## config.mk

```make
export PLATFORM = sky130hd
export DESIGN_NAME = slew_limited_rate_with_stale_timeout_core
export DESIGN_NICKNAME = d
export VERILOG_FILES = /design/src/design/slr_pkg.sv /design/src/design/slew_limited_rate_with_stale_timeout_core.sv
export SDC_FILE = /design/constraint.sdc
export NUM_CORES = 2
export LEC_CHECK = 0
export ABC_AREA = 1
export BUFFER_PORTS_ARGS = -buffer_cell sky130_fd_sc_hd__buf_2
export CORE_ASPECT_RATIO = 1.4
export CORE_MARGIN = 4
export CORE_UTILIZATION = 32
export DETAILED_ROUTE_END_ITERATION = 6
export GPL_ROUTABILITY_DRIVEN = 0
export PLACE_DENSITY = 0.55
export SYNTH_ARGS = -nofsm -noshare
export SYNTH_HDL_FRONTEND = slang
export SYNTH_SLANG_ARGS = --single-unit
export TNS_END_PERCENT = 5
```

## constraint.sdc

```tcl
create_clock -name clk_i -period 8.4 [get_ports clk_i]
set_input_delay 0.42 -clock clk_i [delete_from_list [all_inputs] [get_ports clk_i]]
set_output_delay 0.42 -clock clk_i [all_outputs]
set_load 0.02 [all_outputs]
```

## src/design/slr_pkg.sv

```systemverilog
// ----------------------------------------------------------------------------
// slr_pkg - shared types and constants of the slew-limited rate core
// Sequencer states, register indexes, reset values and divider sizing.
// ----------------------------------------------------------------------------
package slr_pkg;

  localparam int unsigned MsPerSecond = 1000;

  // |dv * 1000| < 2^42, so the quotient magnitude needs 42 bits
  localparam int unsigned DivBits    = 42;
  localparam int unsigned DivCntBits = $clog2(DivBits);

  localparam logic [30:0] StepReset  = 31'd655360;
  localparam logic [15:0] StaleReset = 16'd200;
  localparam logic [15:0] CountMax   = 16'hFFFF;

  typedef enum logic {
    CfgStepLimit  = 1'b0,
    CfgStaleLimit = 1'b1
  } cfg_idx_e;

  typedef enum logic [2:0] {
    StIdle,
    StMul,
    StDiv,
    StSat,
    StSlew,
    StFin
  } state_e;

endpackage

```

## src/design/slew_limited_rate_with_stale_timeout_core.sv

```systemverilog
// ----------------------------------------------------------------------------
// slew_limited_rate_with_stale_timeout_core - slew-limited rate estimator
// Finite-difference rate with saturation, slew limit and stale timeout.
// ----------------------------------------------------------------------------
// Each transaction carries a millisecond timestamp and a Q16.16 value and
// produces one result: the slew-limited rate per second and a fresh flag.
// A sample with a new timestamp goes from acceptance through a multiply
// by 1000, the restoring divider (one quotient bit per cycle), then the
// saturate, slew and result states before the next acceptance. A sample
// with a repeated timestamp goes straight to the result state. The input
// stalls while a sample is in flight; the result sits in an output
// register, so a new sample may be accepted while it waits.
// Configuration writes are to be issued only while the core is idle.
module slew_limited_rate_with_stale_timeout_core (
  input  logic               clk_i,
  input  logic               rst_ni,
  input  logic               cfg_we_i,
  input  logic               cfg_idx_i,
  input  logic [30:0]        cfg_data_i,
  input  logic               in_valid_i,
  output logic               in_stall_o,
  input  logic [31:0]        time_ms_i,
  input  logic signed [31:0] sample_value_i,
  output logic               out_valid_o,
  input  logic               out_stall_i,
  output logic signed [31:0] limited_rate_o,
  output logic               fresh_o
);

  localparam int unsigned QW = slr_pkg::DivBits;
  localparam int unsigned CW = slr_pkg::DivCntBits;

  slr_pkg::state_e state_q, state_d;

  logic [30:0]        step_limit_q;
  logic [15:0]        stale_limit_q;
  logic [31:0]        prev_time_q;
  logic signed [31:0] prev_value_q;
  logic signed [31:0] rate_q;
  logic [15:0]        stale_count_q;

  logic signed [32:0] dv_q;
  logic [31:0]        dt_q;
  logic               fresh_q;
  logic               neg_q;
  logic [QW-1:0]      quo_q;
  logic [31:0]        rem_q;
  logic [CW-1:0]      div_cnt_q;
  logic signed [31:0] raw_q;

  logic               out_valid_q;
  logic signed [31:0] out_rate_q;
  logic               out_fresh_q;

  logic in_acc, out_free, is_fresh, div_last;

  assign in_acc   = in_valid_i && !in_stall_o;
  assign out_free = !out_valid_q || !out_stall_i;
  assign is_fresh = (time_ms_i != prev_time_q);
  assign div_last = (div_cnt_q == CW'(QW - 1));

  // sequencer
  always_ff @(posedge clk_i or negedge rst_ni) begin
    if (!rst_ni) begin
      state_q <= slr_pkg::StIdle;
    end else begin
      state_q <= state_d;
    end
  end

  always_comb begin
    state_d    = state_q;
    in_stall_o = 1'b1;
    case (state_q)
      slr_pkg::StIdle: begin
        in_stall_o = 1'b0;
        if (in_valid_i) begin
          state_d = is_fresh ? slr_pkg::StMul : slr_pkg::StFin;
        end
      end
      slr_pkg::StMul:  state_d = slr_pkg::StDiv;
      slr_pkg::StDiv:  if (div_last) state_d = slr_pkg::StSat;
      slr_pkg::StSat:  state_d = slr_pkg::StSlew;
      slr_pkg::StSlew: state_d = slr_pkg::StFin;
      slr_pkg::StFin:  if (out_free) state_d = slr_pkg::StIdle;
      default:         state_d = slr_pkg::StIdle;
    endcase
  end

  // datapath
  logic signed [42:0] prod_w;
  logic [42:0]        mag_w;
  logic [32:0]        trial_w;
  logic               ge_w;
  logic signed [33:0] diff_w;
  logic signed [33:0] step_w;
  logic signed [31:0] sat_w;

  assign prod_w  = 43'(dv_q) * $signed(43'(slr_pkg::MsPerSecond));
  assign mag_w   = prod_w[42] ? 43'(-prod_w) : 43'(prod_w);
  assign trial_w = {rem_q, quo_q[QW-1]};
  assign ge_w    = (trial_w >= {1'b0, dt_q});
  assign diff_w  = 34'(raw_q) - 34'(rate_q);
  assign step_w  = $signed({3'b000, step_limit_q});

  always_comb begin
    if (neg_q) begin
      sat_w = (quo_q > QW'(33'h0_8000_0000)) ? 32'sh8000_0000 : 32'(-quo_q);
    end else begin
      sat_w = (quo_q > QW'(32'h7FFF_FFFF)) ? 32'sh7FFF_FFFF : 32'(quo_q);
    end
  end

  always_ff @(posedge clk_i or negedge rst_ni) begin
    if (!rst_ni) begin
      step_limit_q  <= slr_pkg::StepReset;
      stale_limit_q <= slr_pkg::StaleReset;
      prev_time_q   <= '0;
      prev_value_q  <= '0;
      rate_q        <= '0;
      stale_count_q <= '0;
      out_valid_q   <= 1'b0;
    end else begin
      if (cfg_we_i) begin
        case (slr_pkg::cfg_idx_e'(cfg_idx_i))
          slr_pkg::CfgStepLimit:  step_limit_q  <= cfg_data_i;
          slr_pkg::CfgStaleLimit: stale_limit_q <= cfg_data_i[15:0];
          default: ;
        endcase
      end
      if (in_acc) begin
        if (is_fresh) begin
          prev_time_q   <= time_ms_i;
          prev_value_q  <= sample_value_i;
          stale_count_q <= '0;
        end else if (stale_count_q != slr_pkg::CountMax) begin
          stale_count_q <= stale_count_q + 16'd1;
        end
      end
      if (state_q == slr_pkg::StSlew) begin
        if (diff_w < -step_w) begin
          rate_q <= 32'(34'(rate_q) - step_w);
        end else if (diff_w > step_w) begin
          rate_q <= 32'(34'(rate_q) + step_w);
        end else begin
          rate_q <= raw_q;
        end
      end
      if (state_q == slr_pkg::StFin && out_free) begin
        // stale timeout zeroes the held rate
        if (stale_count_q > stale_limit_q) begin
          rate_q <= '0;
        end
        out_valid_q <= 1'b1;
      end else if (!out_stall_i) begin
        out_valid_q <= 1'b0;
      end
    end
  end

  always_ff @(posedge clk_i) begin
    case (state_q)
      slr_pkg::StIdle: begin
        if (in_acc) begin
          dv_q    <= 33'(sample_value_i) - 33'(prev_value_q);
          dt_q    <= time_ms_i - prev_time_q;
          fresh_q <= is_fresh;
        end
      end
      slr_pkg::StMul: begin
        neg_q     <= prod_w[42];
        quo_q     <= mag_w[QW-1:0];
        rem_q     <= '0;
        div_cnt_q <= '0;
      end
      slr_pkg::StDiv: begin
        // one restoring step: quotient bit in from the right
        rem_q     <= ge_w ? 32'(trial_w - {1'b0, dt_q}) : trial_w[31:0];
        quo_q     <= {quo_q[QW-2:0], ge_w};
        div_cnt_q <= div_cnt_q + CW'(1);
      end
      slr_pkg::StSat: raw_q <= sat_w;
      slr_pkg::StFin: begin
        if (out_free) begin
          out_rate_q  <= (stale_count_q > stale_limit_q) ? 32'sd0 : rate_q;
          out_fresh_q <= fresh_q;
        end
      end
      default: ;
    endcase
  end

  assign out_valid_o    = out_valid_q;
  assign limited_rate_o = out_rate_q;
  assign fresh_o        = out_fresh_q;

`ifndef ASSERT_OFF
  a_rem_below_dt: assert property (@(posedge clk_i) disable iff (!rst_ni)
    state_q == slr_pkg::StDiv |-> rem_q < dt_q)
    else $error("divider remainder not below divisor");

  a_div_exit: assert property (@(posedge clk_i) disable iff (!rst_ni)
    state_q == slr_pkg::StDiv && div_last |=> state_q == slr_pkg::StSat)
    else $error("divider did not finish after last step");

  a_repeat_skips: assert property (@(posedge clk_i) disable iff (!rst_ni)
    in_acc && !is_fresh |=> state_q == slr_pkg::StFin && !fresh_q)
    else $error("repeated timestamp entered the divider");

  a_fresh_clears: assert property (@(posedge clk_i) disable iff (!rst_ni)
    state_q == slr_pkg::StFin && fresh_q |-> stale_count_q == '0)
    else $error("stale counter not cleared on fresh sample");
`endif

endmodule

```

# After elaboration in Yosys (flattened, before gate mapping)
# Cells that the tools add are included.
word_totals:
  out_inout_bits: 35
  regBits: 375
  input_bits: 101
classes:
  n_mux: 23
  n_reduce_logical: 15
  n_eq_ne: 12
  n_bitwise: 1
  order_cmp: 6
  add_sub_neg: 11
  multipliers: 1
op_table:
  columns: ["operator", "n"]
  rows:
  - ["$mux W32", 9]
  - ["$sub A32 B32 Y32", 3]
  - ["$pmux W42 S2", 1]
  - ["$sub A32 B32 Y33", 2]
  - ["$pmux W32 S2", 1]
  - ["$gt A42 B31 Y1 const B", 1]
  - ["$gt A42 B32 Y1 const B", 1]
  - ["$mux W42", 1]
  - ["$neg A42 Y42", 1]
  - ["$mul A33 B8 Y40 const B", 1]
  - ["$lt A33 B34 Y1", 1]
  - ["$neg A31 Y34", 1]
  - ["$ge A33 B32 Y1", 1]
  - ["$gt A33 B32 Y1", 1]
  - ["$add A32 B32 Y32", 1]
  - ["$mux W16", 2]
  - ["$ne A32 B32 Y1", 1]
  - ["$neg A32 Y32", 1]
  - ["$pmux W3 S6", 1]
  - ["$add A16 B1 Y16 const B", 1]
  - ["$gt A16 B16 Y1", 1]
  - ["$ne A16 B16 Y1 const B", 1]
  - ["$mux W3", 4]
  - ["$pmux W6 S2", 1]
  - ["other kinds (16)", 30]

# Depth between registers and ports, before layout
depth:
  depth_word: 7
  mapped_depth: 31

# Worst setup path after synthesis
# Ideal clock, no wire load.
synth_timing:
  kind: "register -> register"
  startpoint: "register state_q[2]"
  endpoint: "register div_cnt_q[0], enable pin"
  arrival_ps: 6157
  period_less_slack_ps: 6785
  required_time_ps: 7771
  setup_slack_ps: 1615
  path_stages_with_launch: 4
  path_cell_list: "dfrtp_1 inv_1 nand2_1 o21ai_0"
synth_between:
  elab_chain_cells: 2
  elab_cells_between_ends: 3
  cone_classes: "2 x eq/ne; 1 x reduce/logical"
synth_rtl:
  columns: ["item", "line_no", "text"]
  rows:
  - ["from (decl)", "slew_limited_rate_with_stale_timeout_core.sv:33", "slr_pkg::state_e state_q, state_d;"]
  - ["from (signal assigned)", "slew_limited_rate_with_stale_timeout_core.sv:65", "state_q <= slr_pkg::StIdle;"]
  - ["from (signal assigned)", "slew_limited_rate_with_stale_timeout_core.sv:67", "state_q <= state_d;"]
  - ["$eq A3 B2 Y1 or $eq A3 B1 Y1 (tied branches)", "slew_limited_rate_with_stale_timeout_core.sv:162", "case (state_q)"]
  - ["$reduce_bool A2 Y1 (no line) *", null, null]
  - ["to (signal assigned)", "slew_limited_rate_with_stale_timeout_core.sv:180", "div_cnt_q <= div_cnt_q + CW'(1);"]
  - ["to (decl)", "slew_limited_rate_with_stale_timeout_core.sv:48", "logic [CW-1:0] div_cnt_q;"]
# Mark *: on every way between the ends. The rest lies on a longest branch, timed or not.
# A chain may end at the register's enable or synchronous reset.

# Worst setup path in the final report
layout_timing:
  startpoint: "register dv_q[16]"
  endpoint: "register quo_q[15] (data pin)"
layout_between:
  elab_chain_cells: 3
layout_rtl:
  columns: ["item", "line_no", "text"]
  rows:
  - ["from (decl)", "slew_limited_rate_with_stale_timeout_core.sv:42", "logic signed [32:0] dv_q;"]
  - ["from (signal assigned)", "slew_limited_rate_with_stale_timeout_core.sv:165", "dv_q <= 33'(sample_value_i) - 33'(prev_value_q);"]
  - ["$mul A33 B8 Y40", "slew_limited_rate_with_stale_timeout_core.sv:99", "assign prod_w = 43'(dv_q) * $signed(43'(slr_pkg::MsPerSecond));"]
  - ["$mux W42", "slew_limited_rate_with_stale_timeout_core.sv:100", "assign mag_w = prod_w[42] ? 43'(-prod_w) : 43'(prod_w);"]
  - ["$pmux W42 S2", "slew_limited_rate_with_stale_timeout_core.sv:162", null]
  - ["to (signal assigned)", "slew_limited_rate_with_stale_timeout_core.sv:172", "quo_q <= mag_w[QW-1:0];"]
  - ["to (signal assigned)", "slew_limited_rate_with_stale_timeout_core.sv:179", "quo_q <= {quo_q[QW-2:0], ge_w};"]
  - ["to (decl)", "slew_limited_rate_with_stale_timeout_core.sv:46", "logic [QW-1:0] quo_q;"]
# Every way passes these cells.

==> impl_metrics.yaml <==
floorplanning:
  ios: 136
  core_um2: 116000
  die-area_um2: 123000
  die_w_um: 298
  die_h_um: 413
  rows: 148
  initial_core_util_pct: 32.2
synth:
  synth-compound-area-share_pct: 13.7
  synthAdderAreaFrac_pct: 20.0
  synth_area_per_cell_um2: 7.50
  synth_mux_area_share_pct: 0
  synth_xor_area_share_pct: 6.15
  yosys.area_share.simple_pct: 21.2
  synth-main-ff-cell: "edfxtp_1"
  synth_top_family_by_area: "simple AND/OR/NAND/NOR gates"
  yosysSeqAreaShare_pct: 27.8
  netlist_area_um2: 37600
  ys_types: 75
  ys_ff_latch: 375
  synth_nets: 5632
  netlist_instances: 5011
  synth_edf_count: 212
  ys.warnings.count: 0
  synthArstFlopShare_pct: 43.5
global_routing:
  grt_pass1_vias: 33300
  grt_antenna_before_repair: 1
  grt_max_degree: 101
  grt_pass1_wl_um: 176000
  grt_use_total_pct: 17.7
  overflow: 0
placement:
  dpl.cell_count: 6557
  hpwl_um: 89900
  port_buffers: 135
  dp_slack_ns: 2.67
cts:
  cts_tree: "yes"
  path_clk_slew_ns: 0.06
  cts_root_buf: "clkbuf_16"
  cts_resized: 0
  clock_latency_ns: 0.63
  numCtsBuffers: 48
  cts_sinks: 375
  htreeDepth: 2
  cts_buffer_depth: 3
timing:
  timing.fmax_ghz: 0.175
  rsz0062_at_grt: "no"
  period_share_pct: 67.9
  finalSetupTns_ns: 0
  setup_slack_ns: 2.69
  tightest_slew_ns: 1.25
  hold_viol: 0
  finalMaxSlewViolations: 0
  fin_skew_ns: 0.0180
  period_minus_slack_ns: 5.71
  relSlewSlack_pct: 16.1
  setup_viol: 0
setup_path:
  crit_fanout: 29
  arrival_ns: 6.05
  crit_type: "flip-flop to flip-flop"
  worstSetupStartpointType: "flip-flop"
  cp-end-kind: "flip-flop"
  cp.required_ns: 8.75
route:
  drtPass1Iterations: 5
  via_per_inst: 4.90
  postRouteAntennaNets: 0
  num_vias: 32800
  drc: 0
  wl_um: 111000
  drt-initial-drc-count: 1740
  routedWlPerCell_um: 16.6
final_layout:
  fin_nets: 5762
  utilization_pct: 35.8
  multi_input_area_um2: 23000
  drive_above_1_share_pct: 6.99
  register_area_um2: 10500
  stdcell_count: 6682
  areaGrowthSynthToFinish_pct: 11.0
  fill_cells: 12200
job:
  maxCapViolations: 0
run_status:
  status: "completed"
min_path:
  hp-class: "primary input to flip-flop"
==> kinds of logic after synthesis <==
family                     after synthesis
AOI/OAI and AO/OA                      937
xor gates and xnor gates               260
adders and majority gates              520
buffers and inverters                 1081
DFF                                    375
and+or+nand+nor                       1838
==> final cells by class <==
class / count / share of cell area, %
multi-input cells: 3555 / 55.1
flip-flops and latches: 375 / 25.1
inverters: 977 / 8.80
well taps: 1500 / 4.50
clock buffers: 68 / 3.26
repair buffers: 184 / 2.76
clock inverters: 21 / 0.513
diodes: 2 / 0.0120
==> worst max-delay path: stages, from the launching register on <==
cell and delay [ns]:
edfxtp_1 0.48, inv_1 0.22, fa_1 0.46, fa_1 0.49, inv_1 0.05, fa_1 0.53
inv_1 0.05, fa_1 0.52, inv_1 0.04, ha_1 0.42, nand2_1 0.18, nor2_1 0.24
nand2_1 0.18, nor3_2 0.15, nand2_2 0.10, nand2_2 0.11, nand2_2 0.06, nand3_2 0.06
or2_4 0.12, nand2_4 0.13, inv_4 0.33, nand2_1 0.13, xnor2_1 0.27, o21ai_1 0.09
==> cell usage after synthesis, types with 7 or more instances <==
library cell	instances	share of area (%)
a21boi_0	9	0.18
a21o_1	27	0.54
a21oi_1	348	4.6
a221oi_1	12	0.28
a31oi_1	19	0.32
buf_2	18	0.24
buf_6	10	0.30
clkbuf_1	69	0.69
dfrtp_1	158	11
edfxtp_1	212	17
fa_1	132	7.0
ha_1	388	13
inv_1	959	9.6
inv_2	14	0.14
nand2_1	968	9.7
nand2_2	28	0.47
nand3_1	208	2.8
nand3_2	9	0.24
nand3b_1	8	0.16
nand4_1	72	1.2
nor2_1	385	3.8
nor2_2	21	0.35
nor3_1	71	0.95
nor3_2	11	0.29
nor4_1	21	0.35
o21a_1	22	0.44
o21ai_0	372	5.0
o21ai_1	60	0.80
o21bai_1	19	0.38
o221ai_1	7	0.16
xnor2_1	61	1.4
xor2_1	196	4.6
==> layout by cell type (no fill, tap or decap), types with 7 or more instances in the layout <==
cell type / netlist / layout
nand2_1: 968 / 965
inv_1: 959 / 955
ha_1: 388 / 388
nor2_1: 385 / 383
o21ai_0: 372 / 371
a21oi_1: 348 / 348
edfxtp_1: 212 / 212
nand3_1: 208 / 208
xor2_1: 196 / 196
dfrtp_1: 158 / 158
buf_2: 18 / 134
fa_1: 132 / 132
nand4_1: 72 / 72
nor3_1: 71 / 71
xnor2_1: 61 / 61
o21ai_1: 60 / 60
clkbuf_16: 0 / 49
dlygate4sd3_1: 0 / 34
nand2_2: 28 / 31
a21o_1: 27 / 27
o21a_1: 22 / 22
nor4_1: 21 / 21
nor2_2: 21 / 21
a31oi_1: 19 / 19
o21bai_1: 19 / 19
inv_2: 14 / 17
buf_4: 4 / 14
clkbuf_1: 69 / 13
a221oi_1: 12 / 12
nor3_2: 11 / 11
a21boi_0: 9 / 9
nand3_2: 9 / 9
nand3b_1: 8 / 8
o221ai_1: 7 / 7
clkinv_2: 0 / 7
clkbuf_8: 0 / 7
==> path summary, 6_finish.rpt <==
check	slack [ns]	from	endpoint	cells after the start
min reg2reg	0.43	fresh_q	fresh_o	0
min	0.04	sample_value_i[4]	prev_value_q[4]	3
min in group asynchronous	0.48	rst_ni	stale_limit_q[4]	2
max	2.69	dv_q[16]	quo_q[15]	23
max in group asynchronous	6.40	rst_ni	prev_value_q[15]	3
max reg2reg	2.69	dv_q[16]	quo_q[15]	23
==> state kept, by name, summed over array words and instances (netlist names) <==
name	flops
div_cnt_q	6
dt_q	32
dv_q	33
fresh_o	1
fresh_q	1
limited_rate_o	32
neg_q	1
out_valid_o	1
prev_time_q	32
prev_value_q	32
quo_q	42
rate_q	32
raw_q	32
rem_q	32
stale_count_q	16
stale_limit_q	16
state_q	3
step_limit_q	31
==> repair_timing <==
item                                   CTS  global route
buffers inserted                         0             0
hold buffers                            34             0
endpoints found under the hold margin  100             0
==> through the flow <==
stage | area (um^2) | hold WS (ns)
after floorplan | 37600 | 0.124
after global placement | 39800 | 0.433
after detailed placement | 39800 | 0.415
after CTS | 41700 | 0.000644
after global routing | 41700 | 0.0279
final | 41700 | 0.0379
==> routing by layer <==
layer  global-route usage [%]  up-vias  part of all wire, %
li1                         -    16500                    -
met1                     19.5    15300                   40
met2                     34.1      692                   52
met3                     1.87      249                  3.4
met4                     8.17        0                  5.1
met5                        0        -                    0
Power is left out: the tool's default activity adds up to more than one toggle a clock period on the data nets, which glitch-free logic cannot reach.
